==> src/sv/lsrsg_pkg.sv <==
`default_nettype none

package lsrsg_pkg;

    typedef enum logic [1:0] {
        LD_WAIT    = 2'd0,
        LD_DELAY   = 2'd1,
        LD_DEPOSIT = 2'd2,
        LD_RESET   = 2'd3
    } loader_phase_t;

    typedef enum logic [1:0] {
        RL_IN   = 2'd0,
        RL_OUT  = 2'd1,
        RL_STOP = 2'd2
    } roller_phase_t;

    // Configuration register indexes.
    localparam logic [2:0] CFG_INWARD_SPEED     = 3'd0;
    localparam logic [2:0] CFG_OUTWARD_SPEED    = 3'd1;
    localparam logic [2:0] CFG_IDLE_ANGLE       = 3'd2;
    localparam logic [2:0] CFG_DEPOSIT_ANGLE    = 3'd3;
    localparam logic [2:0] CFG_STOP_STALL_MS    = 3'd4;
    localparam logic [2:0] CFG_REVERSE_STALL_MS = 3'd5;
    localparam logic [2:0] CFG_DETECT_DELAY_MS  = 3'd6;
    localparam logic [2:0] CFG_SERVO_MOVE_MS    = 3'd7;

    localparam logic [7:0]  RST_INWARD_SPEED     = 8'd255;
    localparam logic [7:0]  RST_OUTWARD_SPEED    = 8'd200;
    localparam logic [7:0]  RST_IDLE_ANGLE       = 8'd0;
    localparam logic [7:0]  RST_DEPOSIT_ANGLE    = 8'd150;
    localparam logic [31:0] RST_STOP_STALL_MS    = 32'd5000;
    localparam logic [31:0] RST_REVERSE_STALL_MS = 32'd500;
    localparam logic [31:0] RST_DETECT_DELAY_MS  = 32'd1000;
    localparam logic [31:0] RST_SERVO_MOVE_MS    = 32'd500;

    typedef struct packed {
        logic [7:0]  inward_speed;
        logic [7:0]  outward_speed;
        logic [7:0]  idle_angle;
        logic [7:0]  deposit_angle;
        logic [31:0] stop_stall_ms;
        logic [31:0] reverse_stall_ms;
        logic [31:0] detect_delay_ms;
        logic [31:0] servo_move_ms;
    } cfg_t;

    typedef struct packed {
        loader_phase_t loader_phase;
        roller_phase_t roller_phase;
        logic [31:0]   detect_stamp;
        logic [31:0]   deposit_stamp;
        logic [31:0]   return_stamp;
    } seq_state_t;

    typedef struct packed {
        logic [31:0] now_ms;
        logic [31:0] last_pulse_ms;
        logic        item_seen;
    } tick_t;

    typedef struct packed {
        logic [7:0]    servo_angle;
        logic [7:0]    motor_speed;
        logic          motor_reverse;
        loader_phase_t loader_mode;
        roller_phase_t roller_mode;
    } result_t;

endpackage

`default_nettype wire

==> src/sv/lsrsg_step.sv <==
`default_nettype none

module lsrsg_step
    import lsrsg_pkg::*;
(
    input  wire cfg_t       cfg,
    input  wire seq_state_t cur,
    input  wire tick_t      tick,
    output seq_state_t      nxt,
    output result_t         res
);

    logic [31:0] since_detect;
    logic [31:0] since_deposit;
    logic [31:0] since_return;
    logic [31:0] stall_time;

    // All elapsed times wrap modulo 2^32.
    assign since_detect  = tick.now_ms - cur.detect_stamp;
    assign since_deposit = tick.now_ms - cur.deposit_stamp;
    assign since_return  = tick.now_ms - cur.return_stamp;
    assign stall_time    = tick.now_ms - tick.last_pulse_ms;

    always_comb
    begin
        nxt = cur;

        unique case (cur.loader_phase)
            LD_WAIT:
            begin
                if (tick.item_seen)
                begin
                    nxt.loader_phase = LD_DELAY;
                    nxt.detect_stamp = tick.now_ms;
                end
            end
            LD_DELAY:
            begin
                if (since_detect > cfg.detect_delay_ms)
                begin
                    nxt.loader_phase  = LD_DEPOSIT;
                    nxt.deposit_stamp = tick.now_ms;
                end
            end
            LD_DEPOSIT:
            begin
                if (since_deposit > cfg.servo_move_ms)
                begin
                    nxt.loader_phase = LD_RESET;
                    nxt.return_stamp = tick.now_ms;
                end
            end
            LD_RESET:
            begin
                if (since_return > cfg.servo_move_ms)
                begin
                    nxt.loader_phase = LD_WAIT;
                end
            end
            default:
            begin
                nxt.loader_phase = LD_WAIT;
            end
        endcase

        // The stop threshold wins over the reverse threshold, and a stop is final.
        if (cur.roller_phase != RL_STOP)
        begin
            if (stall_time > cfg.stop_stall_ms)
            begin
                nxt.roller_phase = RL_STOP;
            end
            else if (stall_time > cfg.reverse_stall_ms)
            begin
                nxt.roller_phase = RL_OUT;
            end
            else
            begin
                nxt.roller_phase = RL_IN;
            end
        end

        res.servo_angle = (nxt.loader_phase == LD_DEPOSIT) ? cfg.deposit_angle
                                                           : cfg.idle_angle;
        res.loader_mode = nxt.loader_phase;
        res.roller_mode = nxt.roller_phase;

        unique case (nxt.roller_phase)
            RL_IN:
            begin
                res.motor_speed   = cfg.inward_speed;
                res.motor_reverse = 1'b0;
            end
            RL_OUT:
            begin
                res.motor_speed   = cfg.outward_speed;
                res.motor_reverse = 1'b1;
            end
            default:
            begin
                res.motor_speed   = 8'd0;
                res.motor_reverse = 1'b0;
            end
        endcase
    end

endmodule

`default_nettype wire

==> src/sv/loader_sequencer_with_roller_stall_guard.sv <==
// Loader sequencer with roller stall guard.
//
// Input channel (in_valid / in_stall) carries one tick: now_ms, last_pulse_ms
// and item_seen. Output channel (out_valid / out_stall) returns one result per
// tick: servo_angle, motor_speed, motor_reverse, loader_mode and roller_mode.
// A transfer happens on a rising edge with valid high and stall low.
//
// A tick lands in an input register, passes through one layer of compare and
// subtract logic that also updates the sequencer state, and lands in the
// result register; a receiver stall can hold it back. Throughput is one tick
// per cycle without a stall, set by the single state update stage.
//
// When the receiver stalls, the result register holds its value and the input
// register stays full; in_stall rises only while both are full.
// Reset clears both valid flags and returns the configuration registers and
// the loader and roller state to their defaults. Configuration writes
// (cfg_we, cfg_index, cfg_data) take effect at the next edge and should be
// issued only while no tick is in flight.
`default_nettype none

module loader_sequencer_with_roller_stall_guard
    import lsrsg_pkg::*;
(
    input  wire         clk,
    input  wire         rst_n,

    input  wire         cfg_we,
    input  wire  [2:0]  cfg_index,
    input  wire  [31:0] cfg_data,

    input  wire         in_valid,
    output logic        in_stall,
    input  wire  [31:0] now_ms,
    input  wire  [31:0] last_pulse_ms,
    input  wire         item_seen,

    output logic        out_valid,
    input  wire         out_stall,
    output logic [7:0]  servo_angle,
    output logic [7:0]  motor_speed,
    output logic        motor_reverse,
    output logic [1:0]  loader_mode,
    output logic [1:0]  roller_mode
);

    cfg_t       cfg_reg;
    seq_state_t state_reg;
    seq_state_t state_next;
    tick_t      tick_reg;
    logic       tick_vld_reg;
    result_t    res_reg;
    result_t    res_next;
    logic       out_vld_reg;
    logic       advance;
    logic       in_take;

    assign advance  = tick_vld_reg && (!out_vld_reg || !out_stall);
    assign in_stall = tick_vld_reg && !advance;
    assign in_take  = in_valid && !in_stall;

    always_ff @(posedge clk or negedge rst_n)
    begin
        if (!rst_n)
        begin
            cfg_reg.inward_speed     <= RST_INWARD_SPEED;
            cfg_reg.outward_speed    <= RST_OUTWARD_SPEED;
            cfg_reg.idle_angle       <= RST_IDLE_ANGLE;
            cfg_reg.deposit_angle    <= RST_DEPOSIT_ANGLE;
            cfg_reg.stop_stall_ms    <= RST_STOP_STALL_MS;
            cfg_reg.reverse_stall_ms <= RST_REVERSE_STALL_MS;
            cfg_reg.detect_delay_ms  <= RST_DETECT_DELAY_MS;
            cfg_reg.servo_move_ms    <= RST_SERVO_MOVE_MS;
        end
        else if (cfg_we)
        begin
            unique case (cfg_index)
                CFG_INWARD_SPEED:     cfg_reg.inward_speed     <= cfg_data[7:0];
                CFG_OUTWARD_SPEED:    cfg_reg.outward_speed    <= cfg_data[7:0];
                CFG_IDLE_ANGLE:       cfg_reg.idle_angle       <= cfg_data[7:0];
                CFG_DEPOSIT_ANGLE:    cfg_reg.deposit_angle    <= cfg_data[7:0];
                CFG_STOP_STALL_MS:    cfg_reg.stop_stall_ms    <= cfg_data;
                CFG_REVERSE_STALL_MS: cfg_reg.reverse_stall_ms <= cfg_data;
                CFG_DETECT_DELAY_MS:  cfg_reg.detect_delay_ms  <= cfg_data;
                CFG_SERVO_MOVE_MS:    cfg_reg.servo_move_ms    <= cfg_data;
                default:              cfg_reg.servo_move_ms    <= cfg_reg.servo_move_ms;
            endcase
        end
    end

    lsrsg_step u_step (
        .cfg  (cfg_reg),
        .cur  (state_reg),
        .tick (tick_reg),
        .nxt  (state_next),
        .res  (res_next)
    );

    always_ff @(posedge clk or negedge rst_n)
    begin
        if (!rst_n)
        begin
            tick_vld_reg <= 1'b0;
            out_vld_reg  <= 1'b0;
            state_reg.loader_phase  <= LD_WAIT;
            state_reg.roller_phase  <= RL_IN;
            state_reg.detect_stamp  <= 32'd0;
            state_reg.deposit_stamp <= 32'd0;
            state_reg.return_stamp  <= 32'd0;
        end
        else
        begin
            if (in_take)
            begin
                tick_vld_reg <= 1'b1;
            end
            else if (advance)
            begin
                tick_vld_reg <= 1'b0;
            end

            if (advance)
            begin
                out_vld_reg <= 1'b1;
                state_reg   <= state_next;
            end
            else if (!out_stall)
            begin
                out_vld_reg <= 1'b0;
            end
        end
    end

    // Payload registers carry no reset.
    always_ff @(posedge clk)
    begin
        if (in_take)
        begin
            tick_reg.now_ms        <= now_ms;
            tick_reg.last_pulse_ms <= last_pulse_ms;
            tick_reg.item_seen     <= item_seen;
        end
        if (advance)
        begin
            res_reg <= res_next;
        end
    end

    assign out_valid     = out_vld_reg;
    assign servo_angle   = res_reg.servo_angle;
    assign motor_speed   = res_reg.motor_speed;
    assign motor_reverse = res_reg.motor_reverse;
    assign loader_mode   = res_reg.loader_mode;
    assign roller_mode   = res_reg.roller_mode;

    // Once stopped, the roller never restarts until reset.
    a_stop_sticky: assert property (@(posedge clk) disable iff (!rst_n)
        state_reg.roller_phase == RL_STOP |=> state_reg.roller_phase == RL_STOP)
        else $error("roller left the stopped state");

    // The loader only steps forward through its sequence, one state at a time.
    a_loader_order: assert property (@(posedge clk) disable iff (!rst_n)
        state_reg.loader_phase != $past(state_reg.loader_phase) |->
            state_reg.loader_phase == 2'($past(state_reg.loader_phase) + 2'd1))
        else $error("loader skipped or reversed a state");

    // A stopped roller is never driven.
    a_stop_no_drive: assert property (@(posedge clk) disable iff (!rst_n)
        out_vld_reg && res_reg.roller_mode == RL_STOP |->
            res_reg.motor_speed == 8'd0 && !res_reg.motor_reverse)
        else $error("stopped roller has drive");

    // State advances only with a transfer into the result register.
    a_state_hold: assert property (@(posedge clk) disable iff (!rst_n)
        !advance |=> $stable(state_reg))
        else $error("state changed without a tick");

endmodule

`default_nettype wire

==> config.mk <==
export PLATFORM = sky130hd
export DESIGN_NAME = loader_sequencer_with_roller_stall_guard
export DESIGN_NICKNAME = d
export VERILOG_FILES = /design/src/sv/lsrsg_pkg.sv /design/src/sv/lsrsg_step.sv /design/src/sv/loader_sequencer_with_roller_stall_guard.sv
export SDC_FILE = /design/constraint.sdc
export NUM_CORES = 1
export LEC_CHECK = 0
export BUFFER_PORTS_ARGS = -buffer_cell sky130_fd_sc_hd__buf_4
export CORE_MARGIN = 10
export CORE_UTILIZATION = 50
export DETAILED_ROUTE_END_ITERATION = 10
export PLACE_DENSITY = 0.76
export SYNTH_ARGS = -nofsm -noshare
export SYNTH_HDL_FRONTEND = slang
export SYNTH_HIERARCHICAL = 1
export SYNTH_SLANG_ARGS = --single-unit
==> constraint.sdc <==
create_clock -name clk -period 6.9 [get_ports clk]
set_input_delay 0.69 -clock clk [delete_from_list [all_inputs] [get_ports clk]]
set_output_delay 0.69 -clock clk [all_outputs]
set_load 0.03 [all_outputs]
* Yosys cells after proc, flatten, opt, wreduce, memory -nomap -nowiden
Index checks and enable logic that the tools add are counted.
Word-level totals: memory bits (read-only) 0, register bits 348, memories kept 0, output and inout port bits 23, latch bits 0, bits in writable memories 0
Operators by class: multipliers 0, $lt $le $gt $ge 5, equality and inequality tests 14, shift-type cells 0, add/subtract/negate cells 4, reductions and logical operators 23, multiplexer cells 14, div/mod/pow operators 0, bitwise gates (word level) 0
Operators with widths (count):
- $gt A32 B32 Y1 | 5
- $sub A32 B32 Y32 | 4
- $pmux W9 S2 | 1
- $reduce_and A2 Y1 | 8
- $eq A3 B3 Y1 const B | 4
- $mux W2 | 6
- $reduce_and A3 Y1 | 3
- $mux W8 | 1
- $pmux W2 S4 | 1
- $eq A2 B2 Y1 const B | 3
- $eq A3 B2 Y1 const B | 2
- $mux W1 | 5
- $eq A2 B1 Y1 const B | 2
- $logic_not A1 Y1 | 4
- $logic_not A2 Y1 | 2
- $eq A3 B1 Y1 const B | 1
- $logic_and A1 B1 Y1 | 3
- $logic_not A3 Y1 | 1
- $ne A2 B1 Y1 const B | 1
- $ne A2 B2 Y1 const B | 1
- $reduce_bool A2 Y1 | 1
- $logic_or A1 B1 Y1 | 1

* Logic depth before layout (Yosys ltp)
depth in word-level cells 8, mapped depth 26, depth with buffers taken out 24

* Hierarchy
Netlist, hierarchy kept.
By module, submodules not included:
- loader_sequencer_with_roller_stall_guard | sequential area each 9186.3 µm², times used 1, area each 12590.8 µm², cells each 652
- lsrsg_step | sequential area each 0.0 µm², times used 1, area each 11942.7 µm², cells each 1690

* Least setup slack after synthesis
Ideal clock, no wire load.
path kind register -> register, start reg tick_reg[33] (netlist bit), end reg state_reg[35] (netlist bit), setup slack 1.813 ns, data required time 6.775 ns, arrival time 4.962 ns, cell stages (with the launch flop) 27, buffers on the path 2, cell sequence edfxtp_1 inv_1 ha_1 inv_1 fa_1 a211oi_1 o21ai_1 a2111o_1 a21oi_2 o31ai_1 o21bai_1 nand2_1 a41oi_1 nand3_1 ha_1 a21o_1 a21o_1 a21o_1 a21oi_1 o21ai_0 a21oi_1 o21a_1 or2_2 buf_2 buf_2 mux2_2 mux2_2
On the way: cells in the longest elaborated chain, start to end 3
RTL lines:
- start, declared | RTL line loader_sequencer_with_roller_stall_guard.sv:49 | tick_t tick_reg;
- $sub A32 B32 Y32 | RTL line lsrsg_step.sv:19 | assign since_detect = tick.now_ms - cur.detect_stamp;
- $gt A32 B32 Y1 | RTL line lsrsg_step.sv:39 | if (since_detect > cfg.detect_delay_ms)
- $reduce_and A3 Y1 (no line)
- end signal, assigned | RTL line loader_sequencer_with_roller_stall_guard.sv:124 | state_reg <= state_next;
- end, declared | RTL line loader_sequencer_with_roller_stall_guard.sv:47 | seq_state_t state_reg;
No other way between the ends. A chain may end at the register's enable or synchronous reset.

==> results.yml <==
sta:
  setup_viol: 0
  finalHoldViolations: 0
  relSlewSlack: 0.351
  worst_slew_pin_slew_ps: 973
  fin_ws_ps: 302
  skew_ps: 25.0
  period_needed_ps: 6600
  rsz0062_at_grt: "false"
  fin_crit_sh: 0.956
  fmax_mhz: 152
  maxSlewViolCount: 0
  final.setup.tns_ps: 0
setup_path:
  critPathMaxFanout: 8
  startpoint: "tick_reg[33]"
  slowest_stage: "nor4_1"
  worstReg2RegEnd: "motor_speed[3]"
  critPathMaxStageDelay_ps: 850
  startpoint_type: "flop"
  path_class: "reg2reg"
  r2r-start: "tick_reg[33]"
  r2r_cells: 20
  cp.required_ps: 7200
  path_cells: "inv_1 -> ha_1 -> inv_1 -> fa_1 -> a211oi_1 -> o21ai_0 -> a311oi_1 -> o311a_2 -> or3_4 -> a21oi_1 -> a2111o_1 -> a21oi_1 -> xnor2_1 -> ha_1 -> nand4_1 -> nor4_1 -> nand4_1 -> or4_1 -> nand3_1 -> a22oi_1"
  cp-endpoint: "motor_speed[3]"
  worstSetupEndpointType: "flop"
  crit_arrival_ps: 6900
  rrSetupSlack_ps: 300
drt:
  dr_wl_met2_mm: 29.6
  drt_pre_antenna_iters: 5
  dr.max_layer_used: "met4"
  wl_per_cell_um: 20.2
  drc_errors: 0
  routed_via_density: 5.74
  dr_total_vias: 18300
  ant_nets: 0
  drt-met1-wl_mm: 29.3
  first_iter_violations: 1381
  wl_mm: 64.1
  wl_met3_mm: 3.45
pwr:
  power_density_nw_per_um2: 433
  total_power_uw: 12000
  peakVddDrop_uv: 234
  p_leak_uw: 0.0129
finish:
  area_delta_synth_final_pct: 13.0
  final_common_cell: "mux2_2"
  fin_nets: 2873
  final_cell_mix: "mux2_2, inv_1, ha_1, dfrtp_1, buf_4"
  finalNonFillerCells: 3179
  largest_reg_flops: 160
  fin_util: 0.569
  num-fill-cells: 4080
  drive_above_1_share: 0.246
cts:
  htreeDepth: 2
  cts_max_path_buffers: 3
  root_buffer: "clkbuf_16"
  clk_latency_ps: 580
  cts.sink_count: 348
  cts_buffers: 42
  cts_hold_buf: 0
  cts_tree: "yes"
  clk_pin_slew_worst_paths_ps: 60
synth:
  synthArstFlopShare: 0.753
  syn_area_um2: 24500
  postSynthCellCount: 2342
  yosys-top-cells-area: "dfrtp_1, ha_1, mux2_2"
  syn_nets: 2735
  avgSynthCellArea_um2: 10.5
  synth_edf_count: 86
  yosysTopAreaCell: "dfrtp_1"
  synth_top_cell_area_share: 0.228
  synth-seq-cells: 348
  ys.flop_type: "dfrtp_1"
  synth-seq-area-share: 0.374
  synth.distinct_cells: 86
  yosys_warnings: 6
job:
  max_cap_violations: 0
placement:
  place_congestion: 0.978
  dp_hpwl_mm: 48.7
  placedCellCount: 3096
  port_buffers: 127
  dp_slack_ps: 298
global_route:
  gr-total-overflow: 0
  grt_pass1_wl_mm: 101
  grt_pass1_vias: 18700
  groute.usage.overall: 0.214
  grt_start_max_net_pins: 110
  antenna_found_initial: 5
status:
  outcome: "completed"
floorplan:
  ios: 128
  die_w_um: 242
  start_util: 0.503
  core-area_um2: 48700
  die-area_um2: 58300
  die_y_um: 242
  rows: 81
min_path:
  worst_hold_path_type: "in2async"
-- cells in the mapped netlist, types with 25 or more instances --
master / number
edfxtp_1: 86
nor2_1: 73
o211ai_1: 30
mux2_4: 30
a21o_1: 112
xnor2_1: 81
dfrtp_1: 224
xor2_1: 32
a21oi_1: 130
inv_1: 284
ha_1: 284
mux2_2: 293
dfstp_2: 38
o21ai_0: 109
nand4_1: 37
nor3_1: 25
nand3_1: 43
o21a_1: 34
nand2_1: 108
-- per-stage QoR --
| stage | cell area, um2 | hold slack (ps) |
|---|---|---|
| final | 27700 | 165 |
| after global routing | 27700 | 233 |
| after CTS | 27700 | 199 |
| after detailed placement | 26100 | 474 |
| after global placement | 26100 | 463 |
| after floorplan | 24500 | 394 |
-- layout make-up --
class / instances / area (um2) / area share
tap: 664 / 831 / 0.0300
clock buffer: 47 / 1110 / 0.0401
inverter: 284 / 1070 / 0.0384
timing repair buffer: 155 / 1170 / 0.0422
multi-input combinational: 1649 / 13900 / 0.502
sequential: 348 / 9190 / 0.331
antenna: 1 / 2.50 / 0.0000902
clock inverter: 31 / 435 / 0.0157
-- worst max-delay path, delay by kind of cell (launching register included) --
kind | cells | cell delay [ps]
adders and majority gates | 3 | 970
and+or+nand+nor | 6 | 2350
AOI/OAI and AO/OA | 8 | 2160
buffers and inverters | 2 | 300
xor gates and xnor gates | 1 | 140
DFF | 1 | 380
-- worst min path at each step --
| stage | slack [ps] | from | end | cells after the start |
|---|---|---|---|---|
| after global routing | 230 | rst_n | cfg_reg[101] | 1 |
| after floorplan | 390 | rst_n | cfg_reg[0] | 0 |
| after detailed placement | 470 | tick_vld_reg | out_valid | 1 |
| final | 160 | rst_n | cfg_reg[101] | 1 |
| after CTS | 200 | rst_n | cfg_reg[97] | 1 |
| after global placement | 460 | tick_vld_reg | out_valid | 1 |
-- what timing repair did --
| action | CTS | global route |
|---|---|---|
| setup endpoints to repair | 0 | 14 |
| gates resized for setup | 0 | 2 |
| setup buffers | 0 | 3 |
-- per-layer routing --
| metal | up-vias | track usage |
|---|---|---|
| li1 | 8704 | - |
| met1 | 8949 | 0.283 |
| met2 | 493 | 0.352 |
| met3 | 107 | 0.0340 |
| met4 | 0 | 0.0717 |
| met5 | - | 0 |
-- power by group --
group	switching, uW	internal (uW)
combinational	3480	3000
sequential	352	2730
clock	940	1510
total	4770	7240
-- cells by family (layout without fill, tap and decap cells) --
logic type,count (synthesis),after routing,synth area share
compound gates,530,531,0.142
xor+xnor,113,113,0.0403
fa+ha+maj,288,288,0.148
buf+inv,346,517,0.0600
flops,348,348,0.374
mux,324,324,0.153
other cells,0,1,0
simple gates,393,393,0.0820
Note: power is estimated with default switching activity, not from simulation.
